<file path="config.mk">
export PLATFORM = sky130hd
export DESIGN_NAME = ias_cell
export DESIGN_NICKNAME = d
export VERILOG_FILES = /design/src/ias_pkg.sv /design/src/ias_cell.sv
export SDC_FILE = /design/constraint.sdc
export NUM_CORES = 1
export LEC_CHECK = 0
export ABC_AREA = 1
export BUFFER_PORTS_ARGS = -buffer_cell sky130_fd_sc_hd__buf_2
export CORE_AREA = 8 8 81 83
export CTS_BUF_LIST = sky130_fd_sc_hd__clkbuf_8
export CTS_CLUSTER_DIAMETER = 40
export DETAILED_ROUTE_END_ITERATION = 8
export DIE_AREA = 0 0 89 91
export PLACE_DENSITY = 0.95
export SKIP_CTS_REPAIR_TIMING = 1
export SYNTH_ARGS = -nofsm -noshare
export SYNTH_HDL_FRONTEND = slang
export SYNTH_SLANG_ARGS = --single-unit
</file>
<file path="constraint.sdc">
create_clock -name i_clk -period 6.2 [get_ports i_clk]
set_input_delay 1.24 -clock i_clk [delete_from_list [all_inputs] [get_ports i_clk]]
set_output_delay 1.24 -clock i_clk [all_outputs]
set_load 0.02 [all_outputs]
</file>
<file path="src/ias_pkg.sv">
// Shared types and constants for the integer array sorter.
// Depends on nothing; every other file imports it.
package ias_pkg;

    localparam int DEPTH_DEFAULT = 64;
    localparam int VALUE_W       = 32;

    typedef struct packed {
        logic signed [VALUE_W-1:0] sample_value;
        logic                      block_end;
    } t_in_word;

    typedef struct packed {
        logic signed [VALUE_W-1:0] sorted_value;
        logic                      final_flag;
        logic                      overflow;
    } t_out_word;

    // Command broadcast to every cell of the chain
    typedef struct packed {
        logic ins;   // insert the incoming value at its sorted place
        logic pop;   // shift the whole row one place towards cell 0
    } t_chain_cmd;

    typedef enum logic {
        ST_LOAD,
        ST_EMIT
    } t_state;

endpackage

</file>
<file path="src/ias_cell.sv">
// One cell of the insertion chain: holds one value and its valid bit.
// Depends on ias_pkg.
module ias_cell
    import ias_pkg::*;
(
    input  logic                      i_clk,
    input  logic                      i_rst_n,
    input  t_chain_cmd                i_cmd,
    input  logic signed [VALUE_W-1:0] i_new_value,
    input  logic signed [VALUE_W-1:0] i_prev_value,
    input  logic                      i_prev_valid,
    input  logic                      i_prev_gt,
    input  logic signed [VALUE_W-1:0] i_next_value,
    input  logic                      i_next_valid,
    output logic signed [VALUE_W-1:0] o_value,
    output logic                      o_valid,
    output logic                      o_gt
);

    logic signed [VALUE_W-1:0] r_value;
    logic                      r_valid;
    logic signed [VALUE_W-1:0] n_value;
    logic                      n_valid;

    // An empty cell counts as larger than anything; equal values stay ahead
    assign o_gt    = !r_valid || (r_value > i_new_value);
    assign o_value = r_value;
    assign o_valid = r_valid;

    always_comb begin
        n_value = r_value;
        n_valid = r_valid;
        if (i_cmd.pop) begin
            n_value = i_next_value;
            n_valid = i_next_valid;
        end else if (i_cmd.ins && o_gt) begin
            if (i_prev_gt) begin
                n_value = i_prev_value;
                n_valid = i_prev_valid;
            end else begin
                n_value = i_new_value;
                n_valid = 1'b1;
            end
        end
    end

    always_ff @(posedge i_clk) begin
        if (!i_rst_n) begin
            r_valid <= 1'b0;
        end else begin
            r_valid <= n_valid;
        end
    end

    always_ff @(posedge i_clk) begin
        r_value <= n_value;
    end

endmodule

</file>
; ---- Yosys cells after proc, flatten, opt, wreduce, memory -nomap -nowiden
; Index checks and enable logic that the tools add are counted.
[totals]
reg_bits = 33
in_bits = 103
out_inout_bits = 34
wordCells = 13
[op_classes]
n_lt_le_gt_ge = 1
mux = 6
reduce_logical = 4
[ops]
columns = operator, n
row1 = 32-bit 2-to-1 mux, 3
row2 = 32-bit > comparator, 1
row3 = 1-bit 2-to-1 mux, 3
row4 = 2-bit nonzero test, 1
row5 = 1-bit logical AND, 1
row6 = 1-bit zero test, 1
row7 = 1-bit logical OR, 1

; ---- Logic depth before layout (Yosys ltp)
[logic_depth]
depth_word = 5
depth_mapped = 20
depth_no_buf = 20

; ---- Worst setup path after synthesis
; OpenSTA, ideal clock, no wires.
[synth_path]
kind = input -> output
start = input i_new_value[31]
end = output o_gt
arrival_ns = 2.359
required_ns = 4.960
slack_ns = 2.601
path_stages = 10
path_buffers = 0
path_cell_list = inv_1 -> ha_1 -> a21oi_1 -> o21a_2 -> nand2_1 -> a21oi_1 -> nand3_1 -> nand2_1 -> nand2_1 -> nand2_2
[synth_between]
elab_chain_len = 2
[synth_lines]
columns = element, line_no
row1 = "start, declared", ias_cell.sv:9  ; input logic signed [VALUE_W-1:0] i_new_value,
row2 = 32-bit > comparator, ias_cell.sv:26  ; assign o_gt = !r_valid || (r_value > i_new_value);
row3 = 1-bit logical OR, ias_cell.sv:26
row4 = "end, declared", ias_cell.sv:17  ; output logic o_gt
; Every way passes these cells.

; ---- Worst setup path in the final report
[layout_path]
start = input i_new_value[21]
end = output o_gt
; The elaborated chain is that of the path after synthesis.

==> key figures <==
Pwr
  – Total power: 652 uW
  – Pwr/cell area: a little under 200 mW/mm2
  – Max VDD drop: 0.119 mV
  – Leak: ~1.7 nW

Cells and area
  – Fill cells: 481
  – Fraction of layout cells with a size suffix above 1: 0.348
  – Nets: 568
  – Ant. Diodes: 0
  – Syn-to-layout area delta: 30.5%

Floorplanning
  – Num rows: 27
  – Initial core utilization: 0.484
  – # IOs: 137
  – Die Footprint: 0.00810 mm2
  – Core box area: 0.00534 mm2
  – Die Width: a little under 90 um
  – Die Y: 91 um

GRT
  – Tot GR Track Use: 0.178
  – GRT met3 Usage: 0.0468
  – First-pass GRT wire length: between 10000 and 15000 um
  – Number of global-route vias before repair: between 2000 and 3000
  – Initial antenna violation count: 0
  – Met1 Usage GRT: 0.194
  – Largest net degree at the start of global routing: 63
  – Total congestion overflow: 0
  – Met2 Use GR: 0.315
  – Gr busiest metal: met2

Clocking
  – H-tree level count: 2
  – TritonCTS clock tree: built
  – Clock transition at path regs: 0.07 ns
  – CTS Buf Count: 5
  – Clock Path Buffers: 2
  – Clk Latency, worst-skew pair: 0.28 ns
  – Clk sink count: 33
  – Clock Tree Root: clkbuf_8

Synth
  – Synth area leader: edfxtp_1
  – Most frequent cell after synthesis: nand2_1
  – Syn_area_per_cell: 8.50 um2
  – Area contributors post-synth: edfxtp_1 (37%), ha_1 (15%), nand2_1 (10%)
  – Asr flop ratio synth: 0
  – Cell area after synthesis: 0.00258 mm2
  – Post-synth EDFFs: 32
  – Register area share after synthesis: 0.380
  – Yosys reg bits: 33
  – Commonest cells in the netlist: nand2_1 (70), inv_1 (43), edfxtp_1 (32), ha_1 (32)
  – Synth unique cells: 22
  – Mapped Cells: 304
  – Synth warn: 0
  – Share of the synthesized area in the top cell type: 0.372
  – Post-Syn Nets: roughly 440
  – Main synth FF type: edfxtp_1

Timing
  – Final WS setup: ~2.2 ns
  – Pins over their slew limit: 0
  – Crit path time final: about 4 ns
  – Worst relative slew slack: 0.298
  – Worst-margin pin slew: around 1.1 ns
  – Period utilization: 0.644
  – Setup Skew: a little under 0.009 ns
  – Fin. Hold Viols: 0
  – RSZ-0062 raised after global routing: no
  – TNS Setup: 0 ns
  – Final setup fails: 0
  – Fmax: 0.251 GHz

Run
  – Max-cap viol count: 0

Drt
  – Via-to-Cell Ratio: 5.03
  – Vias after detailed routing: 2547
  – Wirelength, routed: roughly 7300 um
  – Number of remaining DRC errors: 0
  – Final ANT Viol Nets: 0
  – DRT Pass-1 Iters: 4
  – Initial DRC Count: a little over 80
  – Routed len/inst: 14.5 um

Placement
  – Detailed Place HPWL: 5940 um
  – Port bufs: 136
  – Post-Place Setup Slack: ~2.2 ns
  – GP Congestion: 0.764

Hold path
  – HP Class: flip-flop to flip-flop

Setup path
  – Startpoint Class: input port
  – Critical path capture point type: output pin
  – Crit path max fanout: 2
  – CP Data Required Time: around 5.0 ns
  – Setup CP Type: input port to output pin
  – WP data arrival: roughly 2.8 ns

Outcome
  – Outcome: completed
## worst max-delay path, stage by stage
cell and delay, ns:
buf_2 0.08, inv_1 0.05, ha_1 0.31, a21oi_1 0.15, nor2_1 0.05, nor2_1 0.09, nand3_1 0.11, a21oi_1 0.19
nand2_1 0.09, nand2_1 0.06, nand2_1 0.05, nand2_1 0.08, nand2_2 0.06, buf_2 0.16
## sequential cells by signal (all words and copies together) (netlist names)
signal   cells
o_value     32
o_valid      1
## final cells by class
cell class	count	area (um2)	share of cell area
sequential	33	981	0.291
multi-input combinational	213	1380	0.408
clock buffer	5	68.8	0.0204
timing repair buffer	136	681	0.202
tap	72	90.1	0.0267
clock inverter	3	11.3	0.00334
inverter	44	165	0.0490
## power by group
part	internal (mW)	switching (mW)	leakage, nW
Sequential	0.274	0.0118	0.328
Clock	0.0748	0.0739	0.0519
Combinational	0.0902	0.127	1.35
Total	0.439	0.213	1.73
## kinds of logic after synthesis
| kind of cell | share of synthesized area |
|---|---|
| buffers and inverters | 0.0881 |
| and+or+nand+nor | 0.154 |
| AOI/OAI and AO/OA | 0.224 |
| adders and majority gates | 0.155 |
| DFF | 0.380 |
## stage by stage
stage	area, um2	util	std cells	hold slack, ns
4_1_cts	3370	0.632	506	0.596
3_5_place_dp	3290	0.617	498	0.573
6_report	3370	0.632	506	0.596
5_1_grt	3370	0.632	506	0.646
2_1_floorplan	2580	-	304	0.695
3_3_place_gp	3290	0.617	498	0.559
## path summary, 6_finish.rpt
path | from | to | slack [ns] | cells after the start
max | i_new_value[21] | o_gt | 2.21 | 14
min | o_valid | o_valid | 0.60 | 2
max reg2reg | o_value[23] | o_value[2] | 3.56 | 13
min reg2reg | o_valid | o_valid | 0.60 | 2
## layer usage
layer  routed length, um  up-vias
met1                2870     1148
met2                3760       85
met3                 565       10
met5                   0        -
met4                 136        0
li1                    -     1304
## layout by cell type, fill, tap and decap left out, drive strengths merged
| cell type | Yosys | final |
|---|---|---|
| nor2 | 16 | 16 |
| nor4 | 1 | 1 |
| ha | 32 | 32 |
| dfxtp | 1 | 1 |
| o31ai | 1 | 1 |
| nand3 | 3 | 3 |
| nand2 | 75 | 75 |
| o211ai | 29 | 29 |
| a21oi | 21 | 21 |
| nand4 | 2 | 2 |
| inv | 44 | 47 |
| o21a | 30 | 30 |
| edfxtp | 32 | 32 |
| a21o | 1 | 1 |
| o21ai | 2 | 2 |
| buf | 0 | 136 |
| clkbuf | 14 | 5 |
Note: power is estimated with default switching activity, not from simulation.
